### config.mk
export PLATFORM = sky130hd
export DESIGN_NAME = mmc_spi_host_sequencer
export DESIGN_NICKNAME = d
export VERILOG_FILES = /design/src/rtl/mmc_pkg.sv /design/src/rtl/mmc_spi_host_sequencer.sv
export SDC_FILE = /design/constraint.sdc
export NUM_CORES = 1
export LEC_CHECK = 0
export BUFFER_PORTS_ARGS = -buffer_cell sky130_fd_sc_hd__buf_2
export CORE_MARGIN = 5
export CORE_UTILIZATION = 35
export CTS_BUF_LIST = sky130_fd_sc_hd__clkbuf_2 sky130_fd_sc_hd__clkbuf_4 sky130_fd_sc_hd__clkbuf_8
export CTS_CLUSTER_SIZE = 25
export DETAILED_ROUTE_END_ITERATION = 10
export HOLD_SLACK_MARGIN = 0.12
export PLACE_DENSITY = 0.57
export SLEW_MARGIN = 20
export SYNTH_ARGS = -nofsm -noshare
export SYNTH_HDL_FRONTEND = slang
export SYNTH_SLANG_ARGS = --single-unit
### constraint.sdc
create_clock -name i_clk -period 8.84 [get_ports i_clk]
set_input_delay 1.768 -clock i_clk [delete_from_list [all_inputs] [get_ports i_clk]]
set_output_delay 1.768 -clock i_clk [all_outputs]
set_load 0.1 [all_outputs]
### src/rtl/mmc_pkg.sv
// ----------------------------------------------------------------------------
// mmc_pkg: shared types and constants for the MMC SPI-mode host sequencer
// Phase and operation codes, SPI command framing bytes and command builders.
// ----------------------------------------------------------------------------
package mmc_pkg;

    typedef enum logic [3:0] {
        PH_IDLE  = 4'd0,
        PH_WAKE  = 4'd1,
        PH_CMD   = 4'd2,
        PH_POLL  = 4'd3,
        PH_TOKEN = 4'd4,
        PH_DATA  = 4'd5,
        PH_CRC   = 4'd6
    } t_phase;

    typedef enum logic [1:0] {
        OP_INIT    = 2'd0,
        OP_SET_LEN = 2'd1,
        OP_READ    = 2'd2,
        OP_CSD_CID = 2'd3
    } t_op;

    typedef enum logic [0:0] {
        CFG_BLOCK_LENGTH = 1'b0,
        CFG_POLL_LIMIT   = 1'b1
    } t_cfg_index;

    localparam logic [5:0] CMD_GO_IDLE   = 6'd0;
    localparam logic [5:0] CMD_SEND_OP   = 6'd1;
    localparam logic [5:0] CMD_SEND_CSD  = 6'd9;
    localparam logic [5:0] CMD_SEND_CID  = 6'd10;
    localparam logic [5:0] CMD_SET_BLEN  = 6'd16;
    localparam logic [5:0] CMD_READ_ONE  = 6'd17;

    localparam logic [7:0] CMD_START     = 8'h40;
    localparam logic [7:0] CRC_GO_IDLE   = 8'h95;
    localparam logic [7:0] FILL_BYTE     = 8'hFF;
    localparam logic [7:0] DATA_TOKEN    = 8'hFE;
    localparam logic [7:0] R1_IDLE       = 8'h01;
    localparam logic [7:0] R1_READY      = 8'h00;

    localparam int         WAKE_BYTES    = 10;
    localparam logic [12:0] REG_BYTES    = 13'd16;
    localparam logic [12:0] FRAME_BYTES  = 13'd6;

    localparam logic [12:0] BLOCK_LENGTH_RST = 13'd512;
    localparam logic [7:0]  POLL_LIMIT_RST   = 8'd10;

    // first byte of a command frame
    function automatic logic [7:0] cmd_head(input logic [5:0] idx);
        cmd_head = CMD_START | {2'b00, idx};
    endfunction

    // full six-byte frame: head, big-endian argument, crc
    function automatic logic [47:0] cmd_frame(input logic [5:0] idx,
                                              input logic [31:0] arg);
        logic [7:0] crc;
        crc = (idx == CMD_GO_IDLE) ? CRC_GO_IDLE : FILL_BYTE;
        cmd_frame = {cmd_head(idx), arg, crc};
    endfunction

endpackage

### src/rtl/mmc_spi_host_sequencer.sv
// ----------------------------------------------------------------------------
// mmc_spi_host_sequencer: byte-level MMC SPI-mode host sequencer
// Frames commands, polls R1, runs init, CMD16, block reads and CSD/CID reads.
// ----------------------------------------------------------------------------
// Usage:
//   Input channel (i_in_valid / o_in_stall) carries either an operation
//   request (i_command = 0, i_operation, i_block_address) or the report of a
//   finished SPI byte exchange (i_command = 1, i_received_byte).
//   Output channel (o_out_valid / i_out_stall) returns one result per input
//   transfer: next byte to shift, chip select, optional payload byte,
//   done flag and last R1 byte.
//   The result is registered: a transfer accepted at one edge shows its
//   result after that edge. One transfer per cycle is sustained while the
//   receiver does not stall; the single result register is the only
//   buffering, so it refills in the cycle it is taken. When the receiver
//   stalls, the result holds and o_in_stall rises until the result is taken.
//   Configuration writes (i_cfg_wr_en) land at the clock edge; index 0 is the
//   block length, index 1 the R1 poll limit. Write only while idle.
//   Synchronous reset returns to idle with the select state cleared (the
//   o_card_select register is not reset), block length 512 and poll limit 10.
// ----------------------------------------------------------------------------
module mmc_spi_host_sequencer (
    input  logic        i_clk,
    input  logic        i_rst_n,
    input  logic        i_cfg_wr_en,
    input  logic [0:0]  i_cfg_index,
    input  logic [12:0] i_cfg_data,
    input  logic        i_in_valid,
    output logic        o_in_stall,
    input  logic        i_command,
    input  logic [1:0]  i_operation,
    input  logic [31:0] i_block_address,
    input  logic [7:0]  i_received_byte,
    output logic        o_out_valid,
    input  logic        i_out_stall,
    output logic        o_shift_valid,
    output logic [7:0]  o_shift_byte,
    output logic        o_card_select,
    output logic        o_data_valid,
    output logic [7:0]  o_data_byte,
    output logic        o_operation_done,
    output logic [7:0]  o_response_code
);

    // configuration
    logic [12:0] r_block_length;
    logic [7:0]  r_poll_limit;

    // sequencer state
    mmc_pkg::t_phase r_phase, n_phase;
    mmc_pkg::t_op    r_cur_op, n_cur_op;
    logic [12:0]     r_byte_count, n_byte_count;
    logic [7:0]      r_poll_count, n_poll_count;
    logic [47:0]     r_cmd_frame, n_cmd_frame;
    logic            r_second, n_second;
    logic [7:0]      r_last_resp, n_last_resp;
    logic            r_select, n_select;

    // result register
    logic            r_out_valid;
    logic            r_shift_valid, n_shift_valid;
    logic [7:0]      r_shift_byte, n_shift_byte;
    logic            r_card_select;
    logic            r_data_valid, n_data_valid;
    logic [7:0]      r_data_byte, n_data_byte;
    logic            r_done, n_done;
    logic [7:0]      r_resp_code;

    // decode helpers
    logic            in_acc;
    logic            poll_more;
    logic [5:0]      frame_idx;
    logic [12:0]     data_len;
    logic [12:0]     data_cnt_inc;
    logic [7:0]      frame_byte;
    logic            start_cmd;
    logic [5:0]      start_idx;
    logic [31:0]     start_arg;

    assign o_in_stall = r_out_valid && i_out_stall;
    assign in_acc     = i_in_valid && !o_in_stall;

    assign poll_more    = i_received_byte[7] && ((r_poll_count - 8'd1) != 8'd0);
    assign frame_idx    = r_cmd_frame[45:40];
    assign data_len     = (r_cur_op == mmc_pkg::OP_CSD_CID) ? mmc_pkg::REG_BYTES
                                                            : r_block_length;
    assign data_cnt_inc = r_byte_count + 13'd1;

    always_comb begin
        unique case (r_byte_count[2:0])
            3'd1:    frame_byte = r_cmd_frame[39:32];
            3'd2:    frame_byte = r_cmd_frame[31:24];
            3'd3:    frame_byte = r_cmd_frame[23:16];
            3'd4:    frame_byte = r_cmd_frame[15:8];
            3'd5:    frame_byte = r_cmd_frame[7:0];
            default: frame_byte = mmc_pkg::FILL_BYTE;
        endcase
    end

    // next state
    always_comb begin
        n_phase      = r_phase;
        n_cur_op     = r_cur_op;
        n_byte_count = r_byte_count;
        n_poll_count = r_poll_count;
        n_cmd_frame  = r_cmd_frame;
        n_second     = r_second;
        n_last_resp  = r_last_resp;
        n_select     = r_select;
        start_cmd    = 1'b0;
        start_idx    = mmc_pkg::CMD_GO_IDLE;
        start_arg    = 32'd0;

        if (!i_command) begin
            if (r_phase == mmc_pkg::PH_IDLE) begin
                n_cur_op = mmc_pkg::t_op'(i_operation);
                n_second = 1'b0;
                unique case (mmc_pkg::t_op'(i_operation))
                    mmc_pkg::OP_INIT: begin
                        n_select     = 1'b0;
                        n_phase      = mmc_pkg::PH_WAKE;
                        n_byte_count = 13'd1;
                    end
                    mmc_pkg::OP_SET_LEN: begin
                        start_cmd = 1'b1;
                        start_idx = mmc_pkg::CMD_SET_BLEN;
                        start_arg = {19'd0, r_block_length};
                    end
                    mmc_pkg::OP_READ: begin
                        start_cmd = 1'b1;
                        start_idx = mmc_pkg::CMD_READ_ONE;
                        start_arg = i_block_address;
                    end
                    default: begin
                        start_cmd = 1'b1;
                        start_idx = mmc_pkg::CMD_SEND_CSD;
                    end
                endcase
            end
        end else begin
            unique case (r_phase)
                mmc_pkg::PH_WAKE: begin
                    if (r_byte_count < 13'(mmc_pkg::WAKE_BYTES)) begin
                        n_byte_count = r_byte_count + 13'd1;
                    end else begin
                        start_cmd = 1'b1;
                        start_idx = mmc_pkg::CMD_GO_IDLE;
                    end
                end
                mmc_pkg::PH_CMD: begin
                    if (r_byte_count < mmc_pkg::FRAME_BYTES) begin
                        n_byte_count = r_byte_count + 13'd1;
                    end else begin
                        n_phase      = mmc_pkg::PH_POLL;
                        n_poll_count = r_poll_limit;
                    end
                end
                mmc_pkg::PH_POLL: begin
                    if (poll_more) begin
                        n_poll_count = r_poll_count - 8'd1;
                    end else begin
                        n_last_resp = i_received_byte;
                        if (frame_idx == mmc_pkg::CMD_GO_IDLE) begin
                            start_cmd = 1'b1;
                            start_idx = (i_received_byte == mmc_pkg::R1_IDLE)
                                      ? mmc_pkg::CMD_SEND_OP : mmc_pkg::CMD_GO_IDLE;
                        end else if (frame_idx == mmc_pkg::CMD_SEND_OP) begin
                            if (i_received_byte == mmc_pkg::R1_READY) begin
                                n_phase      = mmc_pkg::PH_IDLE;
                                n_byte_count = 13'd0;
                            end else begin
                                start_cmd = 1'b1;
                                start_idx = mmc_pkg::CMD_SEND_OP;
                            end
                        end else if (frame_idx == mmc_pkg::CMD_SET_BLEN) begin
                            n_phase      = mmc_pkg::PH_IDLE;
                            n_byte_count = 13'd0;
                        end else begin
                            n_phase = mmc_pkg::PH_TOKEN;
                        end
                    end
                end
                mmc_pkg::PH_TOKEN: begin
                    if (i_received_byte == mmc_pkg::DATA_TOKEN) begin
                        n_phase      = mmc_pkg::PH_DATA;
                        n_byte_count = 13'd0;
                    end
                end
                mmc_pkg::PH_DATA: begin
                    n_byte_count = data_cnt_inc;
                    if (data_cnt_inc == data_len) begin
                        n_phase      = mmc_pkg::PH_CRC;
                        n_byte_count = 13'd0;
                    end
                end
                mmc_pkg::PH_CRC: begin
                    if (r_byte_count == 13'd0) begin
                        n_byte_count = 13'd1;
                    end else if (r_cur_op == mmc_pkg::OP_CSD_CID && !r_second) begin
                        n_second  = 1'b1;
                        start_cmd = 1'b1;
                        start_idx = mmc_pkg::CMD_SEND_CID;
                    end else begin
                        // block read releases the card, the rest keep it selected
                        if (r_cur_op == mmc_pkg::OP_READ) begin
                            n_select = 1'b0;
                        end
                        n_phase      = mmc_pkg::PH_IDLE;
                        n_byte_count = 13'd0;
                    end
                end
                default: begin
                end
            endcase
        end

        if (start_cmd) begin
            n_cmd_frame  = mmc_pkg::cmd_frame(start_idx, start_arg);
            n_select     = 1'b1;
            n_phase      = mmc_pkg::PH_CMD;
            n_byte_count = 13'd1;
        end
    end

    // result fields
    always_comb begin
        n_shift_valid = 1'b0;
        n_shift_byte  = 8'd0;
        n_data_valid  = 1'b0;
        n_data_byte   = 8'd0;
        n_done        = 1'b0;

        if (!i_command) begin
            if (r_phase == mmc_pkg::PH_IDLE) begin
                n_shift_valid = 1'b1;
                unique case (mmc_pkg::t_op'(i_operation))
                    mmc_pkg::OP_INIT:    n_shift_byte = mmc_pkg::FILL_BYTE;
                    mmc_pkg::OP_SET_LEN: n_shift_byte = mmc_pkg::cmd_head(mmc_pkg::CMD_SET_BLEN);
                    mmc_pkg::OP_READ:    n_shift_byte = mmc_pkg::cmd_head(mmc_pkg::CMD_READ_ONE);
                    default:             n_shift_byte = mmc_pkg::cmd_head(mmc_pkg::CMD_SEND_CSD);
                endcase
            end
        end else begin
            unique case (r_phase)
                mmc_pkg::PH_WAKE: begin
                    n_shift_valid = 1'b1;
                    n_shift_byte  = (r_byte_count < 13'(mmc_pkg::WAKE_BYTES))
                                  ? mmc_pkg::FILL_BYTE
                                  : mmc_pkg::cmd_head(mmc_pkg::CMD_GO_IDLE);
                end
                mmc_pkg::PH_CMD: begin
                    n_shift_valid = 1'b1;
                    n_shift_byte  = (r_byte_count < mmc_pkg::FRAME_BYTES)
                                  ? frame_byte : mmc_pkg::FILL_BYTE;
                end
                mmc_pkg::PH_POLL: begin
                    n_shift_valid = 1'b1;
                    n_shift_byte  = mmc_pkg::FILL_BYTE;
                    if (!poll_more) begin
                        if (frame_idx == mmc_pkg::CMD_GO_IDLE) begin
                            n_shift_byte = (i_received_byte == mmc_pkg::R1_IDLE)
                                ? mmc_pkg::cmd_head(mmc_pkg::CMD_SEND_OP)
                                : mmc_pkg::cmd_head(mmc_pkg::CMD_GO_IDLE);
                        end else if (frame_idx == mmc_pkg::CMD_SEND_OP) begin
                            if (i_received_byte == mmc_pkg::R1_READY) begin
                                n_shift_valid = 1'b0;
                                n_shift_byte  = 8'd0;
                                n_done        = 1'b1;
                            end else begin
                                n_shift_byte = mmc_pkg::cmd_head(mmc_pkg::CMD_SEND_OP);
                            end
                        end else if (frame_idx == mmc_pkg::CMD_SET_BLEN) begin
                            n_shift_valid = 1'b0;
                            n_shift_byte  = 8'd0;
                            n_done        = 1'b1;
                        end
                    end
                end
                mmc_pkg::PH_TOKEN: begin
                    n_shift_valid = 1'b1;
                    n_shift_byte  = mmc_pkg::FILL_BYTE;
                end
                mmc_pkg::PH_DATA: begin
                    n_shift_valid = 1'b1;
                    n_shift_byte  = mmc_pkg::FILL_BYTE;
                    n_data_valid  = 1'b1;
                    n_data_byte   = i_received_byte;
                end
                mmc_pkg::PH_CRC: begin
                    if (r_byte_count == 13'd0) begin
                        n_shift_valid = 1'b1;
                        n_shift_byte  = mmc_pkg::FILL_BYTE;
                    end else if (r_cur_op == mmc_pkg::OP_CSD_CID && !r_second) begin
                        n_shift_valid = 1'b1;
                        n_shift_byte  = mmc_pkg::cmd_head(mmc_pkg::CMD_SEND_CID);
                    end else begin
                        n_done = 1'b1;
                    end
                end
                default: begin
                end
            endcase
        end
    end

    // configuration registers
    always_ff @(posedge i_clk) begin
        if (!i_rst_n) begin
            r_block_length <= mmc_pkg::BLOCK_LENGTH_RST;
            r_poll_limit   <= mmc_pkg::POLL_LIMIT_RST;
        end else if (i_cfg_wr_en) begin
            unique case (mmc_pkg::t_cfg_index'(i_cfg_index))
                mmc_pkg::CFG_BLOCK_LENGTH: r_block_length <= i_cfg_data;
                default:                   r_poll_limit   <= i_cfg_data[7:0];
            endcase
        end
    end

    // sequencer state advances on each accepted transfer
    always_ff @(posedge i_clk) begin
        if (!i_rst_n) begin
            r_phase      <= mmc_pkg::PH_IDLE;
            r_cur_op     <= mmc_pkg::OP_INIT;
            r_byte_count <= 13'd0;
            r_poll_count <= 8'd0;
            r_cmd_frame  <= 48'd0;
            r_second     <= 1'b0;
            r_last_resp  <= 8'd0;
            r_select     <= 1'b0;
        end else if (in_acc) begin
            r_phase      <= n_phase;
            r_cur_op     <= n_cur_op;
            r_byte_count <= n_byte_count;
            r_poll_count <= n_poll_count;
            r_cmd_frame  <= n_cmd_frame;
            r_second     <= n_second;
            r_last_resp  <= n_last_resp;
            r_select     <= n_select;
        end
    end

    // result register: load on accept, drop once taken
    always_ff @(posedge i_clk) begin
        if (!i_rst_n) begin
            r_out_valid <= 1'b0;
        end else if (in_acc) begin
            r_out_valid <= 1'b1;
        end else if (!i_out_stall) begin
            r_out_valid <= 1'b0;
        end
    end

    always_ff @(posedge i_clk) begin
        if (in_acc) begin
            r_shift_valid <= n_shift_valid;
            r_shift_byte  <= n_shift_byte;
            r_card_select <= n_select;
            r_data_valid  <= n_data_valid;
            r_data_byte   <= n_data_byte;
            r_done        <= n_done;
            r_resp_code   <= n_last_resp;
        end
    end

    assign o_out_valid      = r_out_valid;
    assign o_shift_valid    = r_shift_valid;
    assign o_shift_byte     = r_shift_byte;
    assign o_card_select    = r_card_select;
    assign o_data_valid     = r_data_valid;
    assign o_data_byte      = r_data_byte;
    assign o_operation_done = r_done;
    assign o_response_code  = r_resp_code;

endmodule
==> results of run 1 <==
## worst paths after layout
kind	slack (ps)	depth (start not counted)	end
min reg2reg	460	2	r_poll_limit[0]
max reg2reg	4860	9	r_byte_count[3]
max	4350	8	r_byte_count[3]
min	460	2	r_poll_limit[0]
## registers in the layout (all words and copies together), names as in the netlist, 2 cells and up
signal,cells
o_data_byte,8
o_response_code,8
o_shift_byte,8
r_block_length,13
r_byte_count,13
r_cmd_frame,38
r_cur_op,2
r_last_resp,8
r_phase,3
r_poll_count,8
r_poll_limit,8
## cell usage in the layout, fill, tap and decap left out, drive strengths merged, types with 9 or more instances in the layout
cell and count:
clkbuf 18, o21ai 45, nand2 104, a21oi 21
nor3 12, o31ai 9, and3 14, ha 14
inv 23, xnor2 10, edfxtp 28, nor2 56
nor2b 25, buf 95, a21boi 47, a22oi 34
nand4 13, dfxtp 96, nor3b 11, nand3 40
a22o 14
## layout make-up
| cell class | count | area share, % |
|---|---|---|
| Sequential cell | 124 | 35.4 |
| Inverter | 22 | 1.06 |
| Multi-Input combinational cell | 592 | 47.8 |
| Clock buffer | 18 | 3.18 |
| Clock inverter | 14 | 2.15 |
| Tap cell | 260 | 4.17 |
| Timing Repair Buffer | 95 | 6.23 |
## critical path, stage by stage
cell,delay (ps)
buf_2,120
nor4_1,470
a311o_1,280
nor2_1,70
a2111oi_4,740
and3_1,510
nand3_1,470
o311ai_1,390
## cells by family after synthesis
group,share of synthesized area (%)
adder cells (fa/ha/maj),2.59
multiplexers,1.76
XOR/XNOR,1.82
flip-flops,40.9
AND/OR/NAND/NOR,23.9
AO/OA/AOI/OAI,24.7
buffers and inverters,4.26
## power by group
part	internal, uW	switching [uW]	total, uW
Combinational	56.5	151	208
Sequential	600	16.2	616
Clock	286	242	528
Total	943	409	1350
## layer usage
layer / share of wire, % / routed length, um
met5: 0 / 0
met4: 1.7 / 326
met3: 5.5 / 1040
met2: 43 / 8040
met1: 50 / 9320
## through the flow
| stage | power, uW | instances | setup WS [ps] | cell area (sq um) |
|---|---|---|---|---|
| floorplan | 781 | 787 | 4600 | 6750 |
| global placement | 837 | 1093 | 4040 | 7380 |
| detailed placement | 837 | 1093 | 3970 | 7380 |
| CTS | 1360 | 1125 | 4440 | 7790 |
| global route | 1410 | 1125 | 4160 | 7790 |
| finish | 1350 | 1125 | 4350 | 7790 |
==> key figures, run 1 <==
STA
  • Worst Max-Slew Pin Slew: a little under 1000 ps
  • Setup_tns: 0 ps
  • Final max-slew violation count: 0
  • Relative slew slack: 35.6%
  • Setup violators final: 0
  • Tcrit/Tclk final: 50.8%
  • RSZ-0062 raised after global routing: no
  • FMAX: 223 MHz
  • Hold Fails Final Rpt: 0
  • Min Tclk post-route: 4490 ps
  • Fin Hold WS: roughly 460 ps
  • Clock skew: 13.1 ps

Logic synthesis
  • Post-synth top area share: 28.5%
  • Synth cell types: 69
  • Yosys reg bits: about 120
  • Synthesized cell area: 6750 sq um
  • Ys Warns: 0
  • Dominant synthesized flop cell: dfxtp_1
  • Post-synth EDFFs: 28
  • Mapped Nets: ~860
  • Leading cell type by number of instances after synthesis: nand2_1
  • Post-synth top area cell: dfxtp_1
  • Top cells by area, synth: dfxtp_1 28%, edfxtp_1 12%, nand2_1 5.7%, a21boi_0 5.2%, a22oi_1 3.8%
  • Post-synthesis sequential area ratio: 40.9%
  • Post-synth ARST share: 0%
  • Avg Cell Area, Syn: 8.58 sq um
  • Most common library cells after synthesis: 103 x nand2_1, 96 x dfxtp_1, 56 x nor2_1, 47 x a21boi_0, 42 x o21ai_0
  • Cells after Synth: 787

Critical path
  • CP startpoint kind: primary input
  • Worst reg2reg path startpoint: r_byte_count[0]
  • CP required: 9190 ps
  • Critical path startpoint: i_received_byte[4]
  • WP data arrival: 4840 ps
  • Classification of the worst setup path: in2reg
  • CP endpoint kind: flop
  • Crit path max fanout: 12

Floorplanning
  • Die span in y: between 100 and 150 um
  • Num rows: 50
  • IO Count: 92
  • Die ar.: about 22000 sq um
  • Core area: about 19000 sq um
  • Initial core utilization: 35.9%
  • DIE WIDTH: 149 um

Clocking
  • Post_cts resized: 0
  • Clock Path Buffers: 2
  • CTS Buf Count: 17
  • CTS Sinks: 124
  • Hold Buf Count CTS: 0
  • H-tree Lvls: 4
  • CTS root buf: clkbuf_8
  • Clk_lat worst skew: 450 ps
  • CTS tree: built
  • Post-CTS Setup Bufs: 0
  • Reg clk slew, reported paths: 70 ps

Finish
  • Multi-input gate area: roughly 3700 sq um
  • Diodes inserted: 0
  • Share of post-route cells with drive strength above 1: a little under a fifth
  • Post-layout util: 41.4%
  • Area Overhead vs Synth: 15.4%
  • Nets: between 900 and 1000
  • Fill cells: 1924
  • Storage element area: 2760 sq um

Placed design
  • PortBufs: 91
  • Hpwl dp: 13300 um
  • GPL Wtd Cong: ~0.84

GRT
  • Initial antenna violation count: 0
  • Met3 usage: under 10%
  • Total GRT Usage: 16.8%
  • Largest net degree at the start of global routing: 89
  • Met1 usage: 24.3%
  • GRT busiest layer: met2
  • Met2 Resource Use GR: between 20% and 30%
  • Global route overflow: 0
  • Vias in the first global route: roughly 5700
  • First-pass GRT wire length: 30000 um

Job
  • Maxcap violations: 0

Routing
  • Vias: 6072
  • 1st-pass router iterations: 5
  • Routed Antenna Nets: 0
  • Vias per cell: 5.40
  • Residual DRC: 0
  • 1st-iter DRT viols: between 400 and 500
  • Routed Wire Length: 18700 um
  • Drt wl/cell: about 17 um

Outcome
  • Status: completed

Min path
  • HP Class: reg2reg
  • HP Start: r_poll_limit[0]

Power and ir drop
  • Leakage power: roughly 0.0029 uW
  • Peak VDD IR: 81.9 uV
  • P per Cell Area: 174 nW/um^2
No activity file was read; power rests on OpenSTA's default activity.
==> run 2, diff against run 1 <==
- clock period: 8.84 -> 4.5 ns (I/O delays scaled with it)
==> run 2 against run 1 <==
Against the previous run:
- via count fell by 0.36%
- critical endpoint unchanged
- power rose by 94%
- largest power group unchanged
- wire length increased by 0.72%
- largest cell class unchanged
- sequential cell count is the same
- worst setup slack got worse by 3400 ps
- sequential share of layout area is 0.12 points lower
- final cell count up 0.53%
- first-iteration DRC count increased by 23%
- die area unchanged
- core utilization up 0.14 points
==> key figures, run 2 (synthesized netlist as in run 1, its figures left out) <==
Finish
  • Most frequent cells in the layout: 103 x nand2_1, 96 x dfxtp_1, 91 x buf_2
  • Top flop regs: r_cmd_frame (38), r_block_length (13), r_byte_count (13)
  • Largest Register: r_cmd_frame
  • Most common cell after layout, fill and taps aside: nand2_1
  • Nets: 934
  • Area Overhead vs Synth: 15.8%
  • Diodes inserted: 0
  • Share of post-route cells with drive strength above 1: 18.6%
  • Post-layout util: 41.5%
  • Number of flip-flops in the largest register: 38

Critical path
  • CP endpoint kind: flop
  • Crit path max fanout: 15
  • Critical path startpoint: r_byte_count[2]
  • WP data arrival: 3830 ps
  • R2R cell count: 9
  • Classification of the worst setup path: reg2reg
  • CP required: 4810 ps
  • Worst reg2reg path startpoint: r_byte_count[2]
  • Worst R2R End: r_byte_count[3]
  • CP startpoint kind: flop
  • R2R setup slack: approximately 990 ps

STA
  • Worst Max-Slew Pin Slew: 815 ps
  • Clock skew: 11.7 ps
  • Tcrit/Tclk final: between 70% and 80%
  • Setup_tns: 0 ps
  • Setup violators final: 0
  • Relative slew slack: around 46%
  • Min Tclk post-route: 3510 ps
  • RSZ-0062 raised after global routing: no
  • Worst setup margin: 986 ps
  • Hold Fails Final Rpt: 0
  • Final max-slew violation count: 0
  • Fin Hold WS: 464 ps
  • FMAX: about 280 MHz

Floorplanning
  • DIE WIDTH: 149 um
  • Die ar.: 22200 sq um
  • Die span in y: 149 um
  • Core area: 18800 sq um
  • Initial core utilization: 35.9%
  • Num rows: 50
  • IO Count: 92

Min path
  • HP Class: reg2reg
  • Worst Hold Path EP: r_cmd_frame[33]
  • HP Start: r_cmd_frame[33]
  • WHS Path Cells: 2

Clocking
  • CTS Buf Count: 17
  • Post-CTS Setup Bufs: 0
  • CTS Sinks: 124
  • H-tree Lvls: 4
  • Clk_lat worst skew: 450 ps
  • Post_cts resized: 0
  • Reg clk slew, reported paths: 70 ps
  • Clock Path Buffers: 2
  • Hold Buf Count CTS: 0
  • CTS root buf: clkbuf_8
  • CTS tree: built

Placed design
  • PortBufs: 91
  • Dpl ws: 983 ps
  • Hpwl dp: 13700 um
  • GPL Wtd Cong: 0.855

Power and ir drop
  • Leakage power: 0.00293 uW
  • P per Cell Area: 335 nW/um^2
  • Peak VDD IR: roughly 210 uV
  • Total Power: 2620 uW

GRT
  • Largest net degree at the start of global routing: 77
  • Vias in the first global route: between 5000 and 6000
  • Total GRT Usage: 16.9%
  • First-pass GRT wire length: 30300 um
  • Initial antenna violation count: 0
  • Global route overflow: 0

Routing
  • 1st-pass router iterations: 5
  • Routed Antenna Nets: 0
  • Vias: 6050
  • Residual DRC: 0
  • Routed Wire Length: 18900 um
  • Vias per cell: 5.35
  • 1st-iter DRT viols: 516
  • Drt wl/cell: 16.7 um

Job
  • Maxcap violations: 0

Outcome
  • Status: completed
[run 2: cell types whose count changed in the layout (fill, tap and decap cells not counted), sizes merged]
cell      delta
clkbuf       +7
bufinv       -1
clkinvlp     -1
buf          +6
clkinv       -3
inv          -2
[run 2: critical path, stage by stage, from the launching register on]
cell,delay (ps)
dfxtp_1,600
ha_1,380
nand4_1,120
or2_1,280
or4b_2,650
nand3_1,100
nand4_1,100
or4b_4,580
nand3_1,420
o311ai_1,150
[run 2: per-stage QoR]
step           cell area [sq um]  std cells
2_1_floorplan               6750        787
3_3_place_gp                7420       1099
3_5_place_dp                7420       1099
4_1_cts                     7820       1131
5_1_grt                     7820       1131
6_report                    7820       1131
[run 2: how the worst max path moves through the flow]
| stage | endpoint | cells after the start |
|---|---|---|
| 2_1_floorplan | r_byte_count[8] | 9 |
| 3_3_place_gp | r_byte_count[3] | 8 |
| 3_5_place_dp | r_byte_count[3] | 8 |
| 4_1_cts | r_byte_count[3] | 8 |
| 5_1_grt | r_byte_count[1] | 8 |
| 6_report | r_byte_count[3] | 9 |
[run 2: layer usage]
layer	vias up	GRT usage [%]	part of all wire, %
li1	3030	-	-
met1	2818	24.9	49
met2	183	24.9	44
met3	19	3.62	6.2
met4	0	4.71	1.2
met5	-	0	0
[run 2: cell type report]
cell class / instances / area [sq um]
clock inverters: 7 / 90.1
inverters: 22 / 82.6
repair buffers: 101 / 531
well taps: 260 / 325
clock buffers: 25 / 307
flip-flops and latches: 124 / 2760
fillers: 1937 / 11000
multi-input cells: 592 / 3720
[run 2: where the power goes]
part           total (uW)  internal, uW  switching (uW)
Sequential           1210          1180            29.8
Clock                1000           555             445
Combinational         414           114             299
Total                2620          1850             774
==> run 3, diff against run 2 <==
- PLACE_DENSITY: 0.57 -> 0.59
- clock period: 4.5 -> 2.86 ns (I/O delays scaled with it)
==> run 3 against run 2 <==
Against the previous run:
- critical path depth grew 1
- sequential cell count unchanged
- sequential power up 56%
- critical endpoint is now r_byte_count[6]
- largest cell class unchanged
- largest power group unchanged
==> key figures, run 3 (synthesized netlist as in run 1, its figures left out) <==
Critical path
  • CP endpoint kind: flop
  • Classification of the worst setup path: reg2reg
  • CP startpoint kind: flop
  • CP required: 3200 ps
  • Crit path max fanout: 6
  • WP data arrival: approximately 3100 ps
  • R2R cell count: 10

GRT
  • Vias in the first global route: 5887
  • Global route overflow: 0
  • Largest net degree at the start of global routing: 52
  • Initial antenna violation count: 0
  • Total GRT Usage: 17.2%
  • First-pass GRT wire length: around 30000 um

Finish
  • Most common cell after layout, fill and taps aside: nand2_1
  • Design area: 8440 sq um
  • Largest Register: r_cmd_frame
  • Fill cells: around 1900
  • Diodes inserted: 0
  • Top flop regs: r_cmd_frame (38), r_block_length (13), r_byte_count (13)
  • Nets: 996
  • Area Overhead vs Synth: 25.1%
  • Most frequent cells in the layout: 103 x nand2_1, 92 x dfxtp_1, 91 x buf_2
  • Share of post-route cells with drive strength above 1: 26.3%
  • Number of flip-flops in the largest register: 38

Clocking
  • CTS Buf Count: 17
  • Clk_lat worst skew: 450 ps
  • CTS Sinks: around 120
  • H-tree Lvls: 4
  • CTS tree: built
  • Hold Buf Count CTS: 0
  • CTS root buf: clkbuf_8
  • Reg clk slew, reported paths: 70 ps
  • Clock Path Buffers: 2

STA
  • Tcrit/Tclk final: 97.1%
  • Setup violators final: 0
  • Relative slew slack: 46.0%
  • FMAX: ~360 MHz
  • Final max-slew violation count: 0
  • Hold Fails Final Rpt: 0
  • Clock skew: 8.73 ps
  • Setup_tns: 0 ps
  • Min Tclk post-route: 2780 ps
  • Worst Max-Slew Pin Slew: between 800 and 900 ps

Routing
  • 1st-pass router iterations: 8
  • Routed Wire Length: 19500 um
  • Routed Antenna Nets: 0
  • Residual DRC: 0
  • Vias: 6265
  • Vias per cell: 5.26
  • 1st-iter DRT viols: 492
  • Drt wl/cell: 16.3 um

Power and ir drop
  • Peak VDD IR: about 270 uV
  • Switching Fraction: 29.8%
  • Clock power share: about 36%
  • Reg power frac: 46.3%
  • Total Power: roughly 4100 uW
  • Leakage power: approximately 0.0033 uW
  • Switching power: about 1200 uW
  • Internal: 2870 uW
  • Combinational Power Share: 17.5%
  • P per Cell Area: approximately 480 nW/um^2

Floorplanning
  • Num rows: 50
  • Initial core utilization: 35.9%
  • Die ar.: 22200 sq um
  • IO Count: 92
  • Die span in y: 149 um
  • Core area: 18800 sq um
  • DIE WIDTH: 149 um

Placed design
  • GPL Wtd Cong: ~0.92
  • DP Area: 7910 sq um
  • Hpwl dp: 14500 um
  • PortBufs: just over 90

Job
  • Maxcap violations: 0

Min path
  • HP Class: in2reg
  • WHS Path Cells: 3

Outcome
  • Status: completed
## run 3: cell types whose count changed in the layout (fill, tap and decap cells not counted), moves of 3 or more
cell,change
dfxtp_1,-4
nand3_1,-3
buf_4,+56
o21ai_0,-3
clkbuf_4,-3
ha_1,-3
or4b_4,+3
dfxtp_2,+3
or4b_2,-3
buf_12,+4
nand3_2,+3
## run 3: layout make-up
cell class | count | area (sq um) | share of cell area (%)
Multi-Input combinational cell | 592 | 3840 | 45.4
Sequential cell | 124 | 2770 | 32.8
Tap cell | 260 | 325 | 3.85
Clock buffer | 24 | 312 | 3.69
Inverter | 22 | 82.6 | 0.978
Clock inverter | 7 | 65.1 | 0.770
Timing Repair Buffer | 163 | 1050 | 12.5
## run 3: worst paths after layout
| check | start | to | slack, ps |
|---|---|---|---|
| setup / recovery | r_byte_count[1] | r_byte_count[6] | 80 |
| hold / removal | i_cfg_data[9] | r_block_length[9] | 340 |
| setup reg to reg | r_byte_count[1] | r_byte_count[6] | 80 |
| hold reg to reg | r_cmd_frame[33] | r_cmd_frame[33] | 460 |
## run 3: stage by stage
step | std cells | hold WS (ps) | util [%] | setup WS [ps]
after floorplan | 787 | 437 | - | 77.2
after global placement | 1158 | 451 | 42.0 | -60.9
after detailed placement | 1158 | 457 | 42.0 | -65.4
after CTS | 1189 | 320 | 44.1 | 4.34
after global routing | 1192 | 340 | 44.8 | -32.8
final | 1192 | 343 | 44.8 | 81.9
## run 3: critical path, cell delays in order, from the launching register on
cell     delay (ps)
dfxtp_4         370
ha_4            160
nand4_1         100
or2_4           280
or4b_4          520
nand3_2          80
nand4_1         140
or4b_4          590
buf_6           160
a32oi_1         170
o21ai_1          90
## run 3: repair_timing
action	in CTS	in global routing
endpoints found under the setup margin	17	57
gates resized for setup	4	31
endpoints found under the hold margin	0	0
setup buffers	0	3
pin swaps	1	12
## run 3: metal layers
metal	global-route usage [%]	vias up	routed length, um
met3	3.77	26	1080
met2	25.4	187	8440
met5	0	-	0
met4	5.86	0	337
met1	24.7	2900	9600
li1	-	3152	-
## run 3: power groups by stage
stage               registers, uW  clock network [uW]  logic (uW)
floorplan                    2120                   0         291
global placement             1930                   0         702
detailed placement           1930                   0         701
CTS                          1890                1510         703
global route                 1900                1600         766
finish                       1890                1480         714
